--- src/rtl/fpsa_pkg.sv ---
// Shared constants and types for the fit-policy segment allocator.
// No dependencies.
package fpsa_pkg;

  localparam int MaxSegmentsDefault = 64;
  localparam int SizeBitsDefault    = 20;
  localparam int OwnerBitsDefault   = 16;

  // policy codes
  localparam logic [1:0] POL_FIRST = 2'd0;
  localparam logic [1:0] POL_BEST  = 2'd1;
  localparam logic [1:0] POL_WORST = 2'd2;

  // status codes
  localparam logic [1:0] ST_GRANT = 2'd0;
  localparam logic [1:0] ST_NOFIT = 2'd1;
  localparam logic [1:0] ST_FULL  = 2'd2;

  // config register indexes
  localparam logic REG_POLICY = 1'b0;
  localparam logic REG_TOTAL  = 1'b1;

  // command broadcast to the cell chain
  typedef struct packed {
    logic init;    // load cell 0 as one free segment, clear the rest
    logic rotate;  // shift every cell one place toward the head, tail takes head
    logic write;   // head entry is replaced by the write fields on its way to the tail
    logic ins;     // start carrying a free remainder in behind the written head
  } chain_cmd_t;

endpackage

--- src/rtl/fpsa_cell.sv ---
// One cell of the segment ring: holds a size, an owner and a used flag.
// Depends on fpsa_pkg.
module fpsa_cell
  import fpsa_pkg::*;
#(
  parameter int SizeBits  = SizeBitsDefault,
  parameter int OwnerBits = OwnerBitsDefault
) (
  input  logic                 clk,
  input  logic                 rst,
  input  logic                 load,
  input  logic                 clear,
  input  logic [SizeBits-1:0]  size_in,
  input  logic [OwnerBits-1:0] owner_in,
  input  logic                 used_in,
  output logic [SizeBits-1:0]  size,
  output logic [OwnerBits-1:0] owner,
  output logic                 used
);

  // payload moves when loaded; used flag is control state
  // (a load during reset is the table init and wins over reset)
  always_ff @(posedge clk) begin
    if (load) begin
      size  <= size_in;
      owner <= owner_in;
    end
    if (clear) begin
      used <= 1'b0;
    end else if (load) begin
      used <= used_in;
    end else if (rst) begin
      used <= 1'b0;
    end
  end

endmodule

--- src/rtl/fpsa_chain.sv ---
// Ring of fpsa_cell: each rotation passes every entry one cell along.
// Depends on fpsa_pkg, fpsa_cell.
module fpsa_chain
  import fpsa_pkg::*;
#(
  parameter int MaxSegments = MaxSegmentsDefault,
  parameter int SizeBits    = SizeBitsDefault,
  parameter int OwnerBits   = OwnerBitsDefault
) (
  input  logic                 clk,
  input  logic                 rst,
  input  chain_cmd_t           cmd,
  input  logic [SizeBits-1:0]  wr_size,
  input  logic [OwnerBits-1:0] wr_owner,
  input  logic [SizeBits-1:0]  ins_size,
  output logic [SizeBits-1:0]  head_size,
  output logic [OwnerBits-1:0] head_owner,
  output logic                 head_used
);

  logic [SizeBits-1:0]  sz  [MaxSegments];
  logic [OwnerBits-1:0] ow  [MaxSegments];
  logic                 us  [MaxSegments];

  logic [SizeBits-1:0]  carry_size;
  logic [OwnerBits-1:0] carry_owner;
  logic                 carry_valid;

  // Ring order: cell 0 is the head, entry k sits in cell k at rest.
  // A rotation moves cell k+1 into cell k; the head leaves to the tail.
  // An insert leaves the free remainder in a carry stage one step behind
  // the written head; while carrying, the tail takes the carry and the
  // carry takes the head, until an unused head entry is dropped.
  always_ff @(posedge clk) begin
    if (rst || cmd.init) begin
      carry_valid <= 1'b0;
    end else if (cmd.rotate) begin
      if (cmd.ins) begin
        carry_valid <= 1'b1;
        carry_size  <= ins_size;
        carry_owner <= '0;
      end else if (carry_valid) begin
        carry_valid <= us[0];
        carry_size  <= sz[0];
        carry_owner <= ow[0];
      end
    end
  end

  for (genvar k = 0; k < MaxSegments; k++) begin : g_cell
    logic [SizeBits-1:0]  s_in;
    logic [OwnerBits-1:0] o_in;
    logic                 u_in;
    logic                 ld;
    if (k == MaxSegments - 1) begin : g_tail
      always_comb begin
        ld = cmd.rotate;
        if (cmd.write) begin
          s_in = wr_size;
          o_in = wr_owner;
          u_in = us[0];
        end else if (carry_valid) begin
          s_in = carry_size;
          o_in = carry_owner;
          u_in = 1'b1;
        end else begin
          s_in = sz[0];
          o_in = ow[0];
          u_in = us[0];
        end
      end
    end else begin : g_mid
      always_comb begin
        ld   = cmd.rotate;
        s_in = sz[k+1];
        o_in = ow[k+1];
        u_in = us[k+1];
      end
    end
    logic do_ld;
    logic [SizeBits-1:0]  s_fin;
    logic [OwnerBits-1:0] o_fin;
    logic                 u_fin;
    always_comb begin
      do_ld = ld;
      s_fin = s_in;
      o_fin = o_in;
      u_fin = u_in;
      if (cmd.init && k == 0) begin
        do_ld = 1'b1;
        s_fin = wr_size;
        o_fin = '0;
        u_fin = 1'b1;
      end
    end
    fpsa_cell #(.SizeBits(SizeBits), .OwnerBits(OwnerBits)) u_cell (
      .clk(clk), .rst(rst), .load(do_ld), .clear(cmd.init && k != 0),
      .size_in(s_fin), .owner_in(o_fin), .used_in(u_fin),
      .size(sz[k]), .owner(ow[k]), .used(us[k])
    );
  end

  assign head_size  = sz[0];
  assign head_owner = ow[0];
  assign head_used  = us[0];

endmodule

--- src/rtl/fit_policy_segment_allocator_top.sv ---
// Top level of the fit-policy segment allocator: control sequencer and ports.
// Depends on fpsa_pkg, fpsa_chain (fpsa_cell).
//
// Usage:
//   Requests (request_size, owner_id) enter on the valid/ready input channel;
//   each gives one result (status, segment_index, was_split) on the output
//   channel. Config writes (cfg_index, cfg_data) set the policy (index 0) or
//   reload the table as one free segment of total_memory (index 1).
//   The segment table lives in a ring of MaxSegments cells; only the head
//   cell is examined. A request takes two full rotations of the ring: the
//   first scans every entry and picks a segment, the second writes the pick
//   and, on a split, slides the free remainder in right behind it.
//   A grant shows on out_valid once the second rotation is done; no fit or
//   table full skips the second rotation and shows once the first is done.
//   One request is processed at a time: the next request is taken only
//   after the previous result has left the output register.
//   The result is held in an output register until taken; a stalled receiver
//   holds the block, which then takes the next request only once free.
//   After reset: first-fit policy, one free segment of 1048575 units.
module fit_policy_segment_allocator_top
  import fpsa_pkg::*;
#(
  parameter int MaxSegments = MaxSegmentsDefault,
  parameter int SizeBits    = SizeBitsDefault,
  parameter int OwnerBits   = OwnerBitsDefault
) (
  input  logic                 clk,
  input  logic                 rst,
  input  logic                 in_valid,
  output logic                 in_ready,
  input  logic [SizeBits-1:0]  request_size,
  input  logic [OwnerBits-1:0] owner_id,
  output logic                 out_valid,
  input  logic                 out_ready,
  output logic [1:0]           status,
  output logic [5:0]           segment_index,
  output logic                 was_split,
  input  logic                 cfg_valid,
  output logic                 cfg_ready,
  input  logic                 cfg_index,
  input  logic [19:0]          cfg_data
);

  localparam int IdxBits = $clog2(MaxSegments);
  localparam int CntBits = $clog2(MaxSegments + 1);
  localparam logic [IdxBits-1:0] LastIdx = IdxBits'(MaxSegments - 1);

  localparam logic [1:0] S_IDLE = 2'd0;
  localparam logic [1:0] S_SCAN = 2'd1;
  localparam logic [1:0] S_WRT  = 2'd2;
  localparam logic [1:0] S_DONE = 2'd3;

  logic [1:0]           state;
  logic [1:0]           policy;
  logic [IdxBits-1:0]   pos;
  logic [CntBits-1:0]   count;
  logic [SizeBits-1:0]  need;
  logic [OwnerBits-1:0] owner;
  logic                 found;
  logic [IdxBits-1:0]   pick;
  logic [SizeBits-1:0]  pick_size;
  logic [SizeBits-1:0]  best_val;

  chain_cmd_t           cmd;
  logic [SizeBits-1:0]  head_size;
  logic [OwnerBits-1:0] head_owner;
  logic                 head_used;
  logic [SizeBits-1:0]  init_size;

  assign in_ready  = (state == S_IDLE) && !out_valid;
  assign cfg_ready = (state == S_IDLE) && !out_valid;

  logic cfg_fire, in_fire;
  assign cfg_fire = cfg_valid && cfg_ready;
  assign in_fire  = in_valid && in_ready;
  assign init_size = SizeBits'(cfg_data);

  // candidate check on the head cell during the scan
  logic [SizeBits-1:0] surplus;
  logic cand, take, split_need, is_pick;
  assign surplus = head_size - need;
  assign cand = head_used && (head_owner == '0) && (head_size >= need);
  always_comb begin
    case (policy)
      POL_BEST:  take = cand && (!found || surplus < best_val);
      POL_WORST: take = cand && (!found || head_size > best_val);
      default:   take = cand && !found;
    endcase
  end
  assign split_need = pick_size > need;
  assign is_pick = (state == S_WRT) && (pos == pick);

  // chain command
  always_comb begin
    cmd.init   = (rst || (cfg_fire && cfg_index == REG_TOTAL));
    cmd.rotate = (state == S_SCAN) || (state == S_WRT);
    cmd.write  = is_pick;
    cmd.ins    = is_pick && split_need;
  end

  fpsa_chain #(.MaxSegments(MaxSegments), .SizeBits(SizeBits),
               .OwnerBits(OwnerBits)) u_chain (
    .clk(clk), .rst(rst), .cmd(cmd),
    .wr_size(rst ? SizeBits'(20'hFFFFF) : (is_pick ? need : init_size)),
    .wr_owner(owner), .ins_size(pick_size - need),
    .head_size(head_size), .head_owner(head_owner), .head_used(head_used)
  );

  // sequencer
  always_ff @(posedge clk) begin
    if (rst) begin
      state     <= S_IDLE;
      policy    <= POL_FIRST;
      count     <= CntBits'(1);
      out_valid <= 1'b0;
      pos       <= '0;
      found     <= 1'b0;
    end else begin
      if (out_valid && out_ready) out_valid <= 1'b0;
      if (cfg_fire) begin
        if (cfg_index == REG_POLICY) policy <= cfg_data[1:0];
        else count <= CntBits'(1);
      end
      case (state)
        S_IDLE: begin
          if (in_fire) begin
            need  <= request_size;
            owner <= owner_id;
            found <= 1'b0;
            pos   <= '0;
            state <= S_SCAN;
          end
        end
        S_SCAN: begin
          if (take) begin
            found     <= 1'b1;
            pick      <= pos;
            pick_size <= head_size;
            best_val  <= (policy == POL_BEST) ? surplus : head_size;
          end
          if (pos == LastIdx) begin
            pos   <= '0;
            state <= S_DONE;
          end else begin
            pos <= pos + 1'b1;
          end
        end
        S_DONE: begin
          if (!found) begin
            status <= ST_NOFIT; segment_index <= '0; was_split <= 1'b0;
            out_valid <= 1'b1; state <= S_IDLE;
          end else if (split_need && count >= CntBits'(MaxSegments)) begin
            status <= ST_FULL; segment_index <= '0; was_split <= 1'b0;
            out_valid <= 1'b1; state <= S_IDLE;
          end else begin
            state <= S_WRT;
          end
        end
        S_WRT: begin
          if (pos == LastIdx) begin
            status        <= ST_GRANT;
            segment_index <= 6'(pick);
            was_split     <= split_need;
            if (split_need) count <= count + 1'b1;
            out_valid     <= 1'b1;
            pos           <= '0;
            state         <= S_IDLE;
          end else begin
            pos <= pos + 1'b1;
          end
        end
        default: state <= S_IDLE;
      endcase
    end
  end

  // assertions
  a_out_hold: assert property (@(posedge clk) disable iff (rst)
    (out_valid && !out_ready) |=> (out_valid && $stable(status) &&
      $stable(segment_index) && $stable(was_split)))
    else $error("result dropped or changed while stalled");
  a_busy_no_accept: assert property (@(posedge clk) disable iff (rst)
    (state != S_IDLE) |-> !in_ready) else $error("accept while busy");
  a_count_range: assert property (@(posedge clk) disable iff (rst)
    (count >= CntBits'(1)) && (count <= CntBits'(MaxSegments)))
    else $error("segment count out of range");
  a_grant_done: assert property (@(posedge clk) disable iff (rst)
    (state == S_WRT && pos == LastIdx) |=> out_valid)
    else $error("grant not reported");

endmodule

--- config.mk ---
export PLATFORM = sky130hd
export DESIGN_NAME = fit_policy_segment_allocator_top
export DESIGN_NICKNAME = d
export VERILOG_FILES = /design/src/rtl/fpsa_pkg.sv /design/src/rtl/fpsa_cell.sv /design/src/rtl/fpsa_chain.sv /design/src/rtl/fit_policy_segment_allocator_top.sv
export SDC_FILE = /design/constraint.sdc
export NUM_CORES = 2
export LEC_CHECK = 0
export BUFFER_PORTS_ARGS = -buffer_cell sky130_fd_sc_hd__buf_2
export CAP_MARGIN = 5
export CELL_PAD_IN_SITES_DETAIL_PLACEMENT = 0
export CELL_PAD_IN_SITES_GLOBAL_PLACEMENT = 2
export CORE_ASPECT_RATIO = 0.6
export CORE_MARGIN = 3
export CORE_UTILIZATION = 50
export DETAILED_ROUTE_END_ITERATION = 16
export GPL_TIMING_DRIVEN = 0
export HOLD_SLACK_MARGIN = 0.12
export PLACE_DENSITY = 0.76
export SETUP_SLACK_MARGIN = 0.3
export SLEW_MARGIN = 20
export SYNTH_ARGS = -nofsm -noshare
export SYNTH_HDL_FRONTEND = slang
export SYNTH_SLANG_ARGS = --single-unit
--- constraint.sdc ---
create_clock -name clk -period 60.3 [get_ports clk]
set_clock_uncertainty 0.1 [all_clocks]
set_input_delay 0 -clock clk [delete_from_list [all_inputs] [get_ports clk]]
set_output_delay 0 -clock clk [all_outputs]
set_load 0.01 [all_outputs]
==> results.sh <==
export IMPL_cts_buffers=212
export IMPL_placed_area_um2=85600
export IMPL_core_um2=160000
export IMPL_rrSetupSlack_ns=55.12
export IMPL_avgSynthCellArea_um2=23.1
export IMPL_seqCellArea_um2=74700
export IMPL_clkTransAtPathRegs_ns=0.07
export IMPL_slew_violations=0
export IMPL_port_buffers=72
export IMPL_synthFlopType="edfxtp_1"
export IMPL_hp_start="cfg_data[19]"
export IMPL_worst_ir_drop_vdd_mv=0.0374
export IMPL_die_w_um=527
export IMPL_hold_violations=0
export IMPL_post_route_period_util_pct=8.60
export IMPL_clock_path_buffers=4
export IMPL_max_slew_margin_rel_pct=34.9
export IMPL_dr_pass1_iters=5
export IMPL_htree_levels=4
export IMPL_cpPeakStageDelay_ns=0.55
export IMPL_drc=0
export IMPL_synth_nets=3673
export IMPL_synth_edff_count=2432
export IMPL_ys_ff_latch=2515
export IMPL_ys_types=70
export IMPL_layout_common_cells="2432 x edfxtp_1, 216 x clkbuf_16, 138 x nor2_1"
export IMPL_dp_hpwl_mm=69.8
export IMPL_fin_ws_ns=55.12
export IMPL_post_cts_buffers=0
export IMPL_tightest_slew_ns=0.976
export IMPL_drtAntennaViolNets=0
export IMPL_cp_arrival_ns=5.57
export IMPL_tns_ns=0
export IMPL_power_density_nw_per_um2=59.9
export IMPL_grt_ovfl_total=0
export IMPL_status="finished clean"
export IMPL_io_pins=74
export IMPL_start_kind="register"
export IMPL_cp_max_fo=26
export IMPL_fill_cells=11300
export IMPL_grt_max_degree=66
export IMPL_syn_inst=3522
export IMPL_grt_pass1_wl_mm=183
export IMPL_r2r_end="best_val[8]"
export IMPL_cellLeakagePower_nw=31.0
export IMPL_grt_antenna_before_repair=13
export IMPL_ys_async_sr_fraction_pct=0
export IMPL_cts_resized=0
export IMPL_clock_root_buffer="clkbuf_16"
export IMPL_tritoncts="built"
export IMPL_ys_warn_count=0
export IMPL_worstSetupPathType="register to register"
export IMPL_postLayoutCoreUtil_pct=58.4
export IMPL_r2r_cells=19
export IMPL_rsz0062_at_grt="false"
export IMPL_drive_gt1_share_pct=11.3
export IMPL_routed_wl_mm=119
export IMPL_fp_row_count=113
export IMPL_vias_per_cell=5.05
export IMPL_timing_rr_start="u_chain.g_cell[0].u_cell.size[0]"
export IMPL_fin_crit_ns=5.18
export IMPL_maxCapViolCount=0
export IMPL_grt_total_usage_pct=14.2
export IMPL_max_freq_mhz=193
export IMPL_multi_input_area_um2=6210
export IMPL_holdPathEnd="u_chain.g_cell[0].u_cell.size[19]"
export IMPL_clock_sinks=2515
export IMPL_die_h_um=318
export IMPL_layout_commonest_cell="edfxtp_1"
export IMPL_required_ns=60.69
export IMPL_holdCritPathClass="primary input to register"
export IMPL_final_cell_area_um2=93400
export IMPL_worstSetupEndpointType="register"
export IMPL_area_growth_pct=14.9
export IMPL_wire_per_inst_um=19.0
export IMPL_min_path_cells=4
export IMPL_cp_slowest_cell="and3_4"
export IMPL_clock_latency_ns=0.83
export IMPL_place_ws_ns=55.09
export IMPL_seq_area_frac_synth_pct=91.9
export IMPL_setup_viol=0
export IMPL_dieArea_um2=168000
export IMPL_grt_pass1_vias=30400
export IMPL_finalNetCount=4127
export IMPL_syn_area_um2=81300
export IMPL_crit_chain="inv_1, ha_1, inv_1, fa_1, a21o_1, a21o_4, a2111oi_4, o21bai_2, a311oi_1, o21bai_1, xor2_1, ha_1, a21o_1, a21oi_1, o211ai_1, o21bai_1, o211ai_1, and3_4, buf_12"
export IMPL_start_util_pct=50.8
export IMPL_drt_iter0_drc=2972
export IMPL_vias=31700
export IMPL_place_gp_congestion=0.822
flip-flops by register name (all words and copies together) (netlist names):
name,flops
best_val,20
count,7
found,1
need,20
out_valid,1
owner,16
pick,6
pick_size,20
policy,2
pos,6
segment_index,6
state,2
status,2
u_chain.carry_owner,16
u_chain.carry_size,20
u_chain.carry_valid,1
u_chain.g_cell.u_cell.owner,1024
u_chain.g_cell.u_cell.size,1280
u_chain.g_cell.u_cell.used,64
was_split,1
power breakdown:
| part | internal [mW] | switching, mW |
|---|---|---|
| sequential | 3.27 | 0.262 |
| combinational | 0.201 | 0.563 |
| clock | 0.726 | 0.576 |
| total | 4.19 | 1.40 |
cells in the mapped netlist (19+ instances only):
cell	number	share of area, %
nand3_1	19	0.12
clkbuf_1	43	0.20
nor2_1	139	0.64
inv_1	52	0.24
nor3_1	35	0.22
ha_1	87	1.3
xnor2_1	22	0.24
dfxtp_1	83	2.0
o21ai_0	37	0.23
mux2i_1	98	1.2
a21oi_1	76	0.47
nand2_1	104	0.48
edfxtp_1	2432	90
a21o_1	25	0.23
and2_1	41	0.32
o311ai_0	20	0.22
routing by layer:
layer | track usage (%) | vias to the layer above | wire [µm]
met4 | 3.95 | 0 | 2630
met2 | 18.0 | 595 | 47000
met5 | 0 | - | 0
met1 | 24.2 | 16100 | 62700
met3 | 3.18 | 210 | 6760
li1 | - | 14800 | -
worst max-delay path by stage:
| stage | slack, ns | startpoint | cells after the start | to |
|---|---|---|---|---|
| after detailed placement | 55.09 | u_chain.g_cell[0].u_cell.size[0] | 19 | best_val[8] |
| after CTS | 55.06 | u_chain.g_cell[0].u_cell.size[0] | 19 | best_val[8] |
| after global placement | -8.26 | state[0] | 5 | u_chain.carry_size[1] |
| after floorplan | 9.09 | state[0] | 5 | u_chain.carry_owner[0] |
| final | 55.12 | u_chain.g_cell[0].u_cell.size[0] | 19 | best_val[8] |
| after global routing | 54.68 | u_chain.g_cell[0].u_cell.size[0] | 19 | best_val[8] |
per-stage QoR:
step	hold WS, ns	power (mW)	std cells
after floorplan	-0.00113	5.58	3522
after global placement	0.0788	5.35	5721
after detailed placement	0.0785	4.33	5771
after CTS	0.120	5.67	6271
after global routing	0.180	5.89	6273
final	0.193	5.59	6274
area by class of cell:
type                    instances  area share [%]
plain buffers                  63           0.276
repair buffers                240            2.93
well taps                    2127            2.85
clock inverters               118            1.08
inverters                      53           0.213
flip-flops and latches       2515            80.0
clock buffers                 264            6.01
diodes                          3         0.00804
multi-input cells             891            6.65
worst max-delay path: cells and delay by family (launching register included):
family	cells	cell delay, ns
AOI/OAI and AO/OA	11	2.14
adders and majority gates	3	0.86
and+or+nand+nor	1	0.55
DFF	1	0.51
buffers and inverters	3	0.47
xor gates and xnor gates	1	0.23
what timing repair did:
item / CTS / global route
hold buffers: 118 / 0
endpoints found under the hold margin: 154 / 0
setup endpoints to repair: 0 / 0
logic make-up (layout without fill, tap and decap cells):
family	count (synthesis)	in the layout	share of synthesized area, %
other	0	3	0
xor gates and xnor gates	37	37	0.408
and+or+nand+nor	396	396	2.25
buffers and inverters	116	738	0.562
DFF	2515	2515	91.9
adders and majority gates	89	89	1.39
muxes	117	117	1.47
AOI/OAI and AO/OA	252	252	2.06
Note: power is estimated with default switching activity, not from simulation.
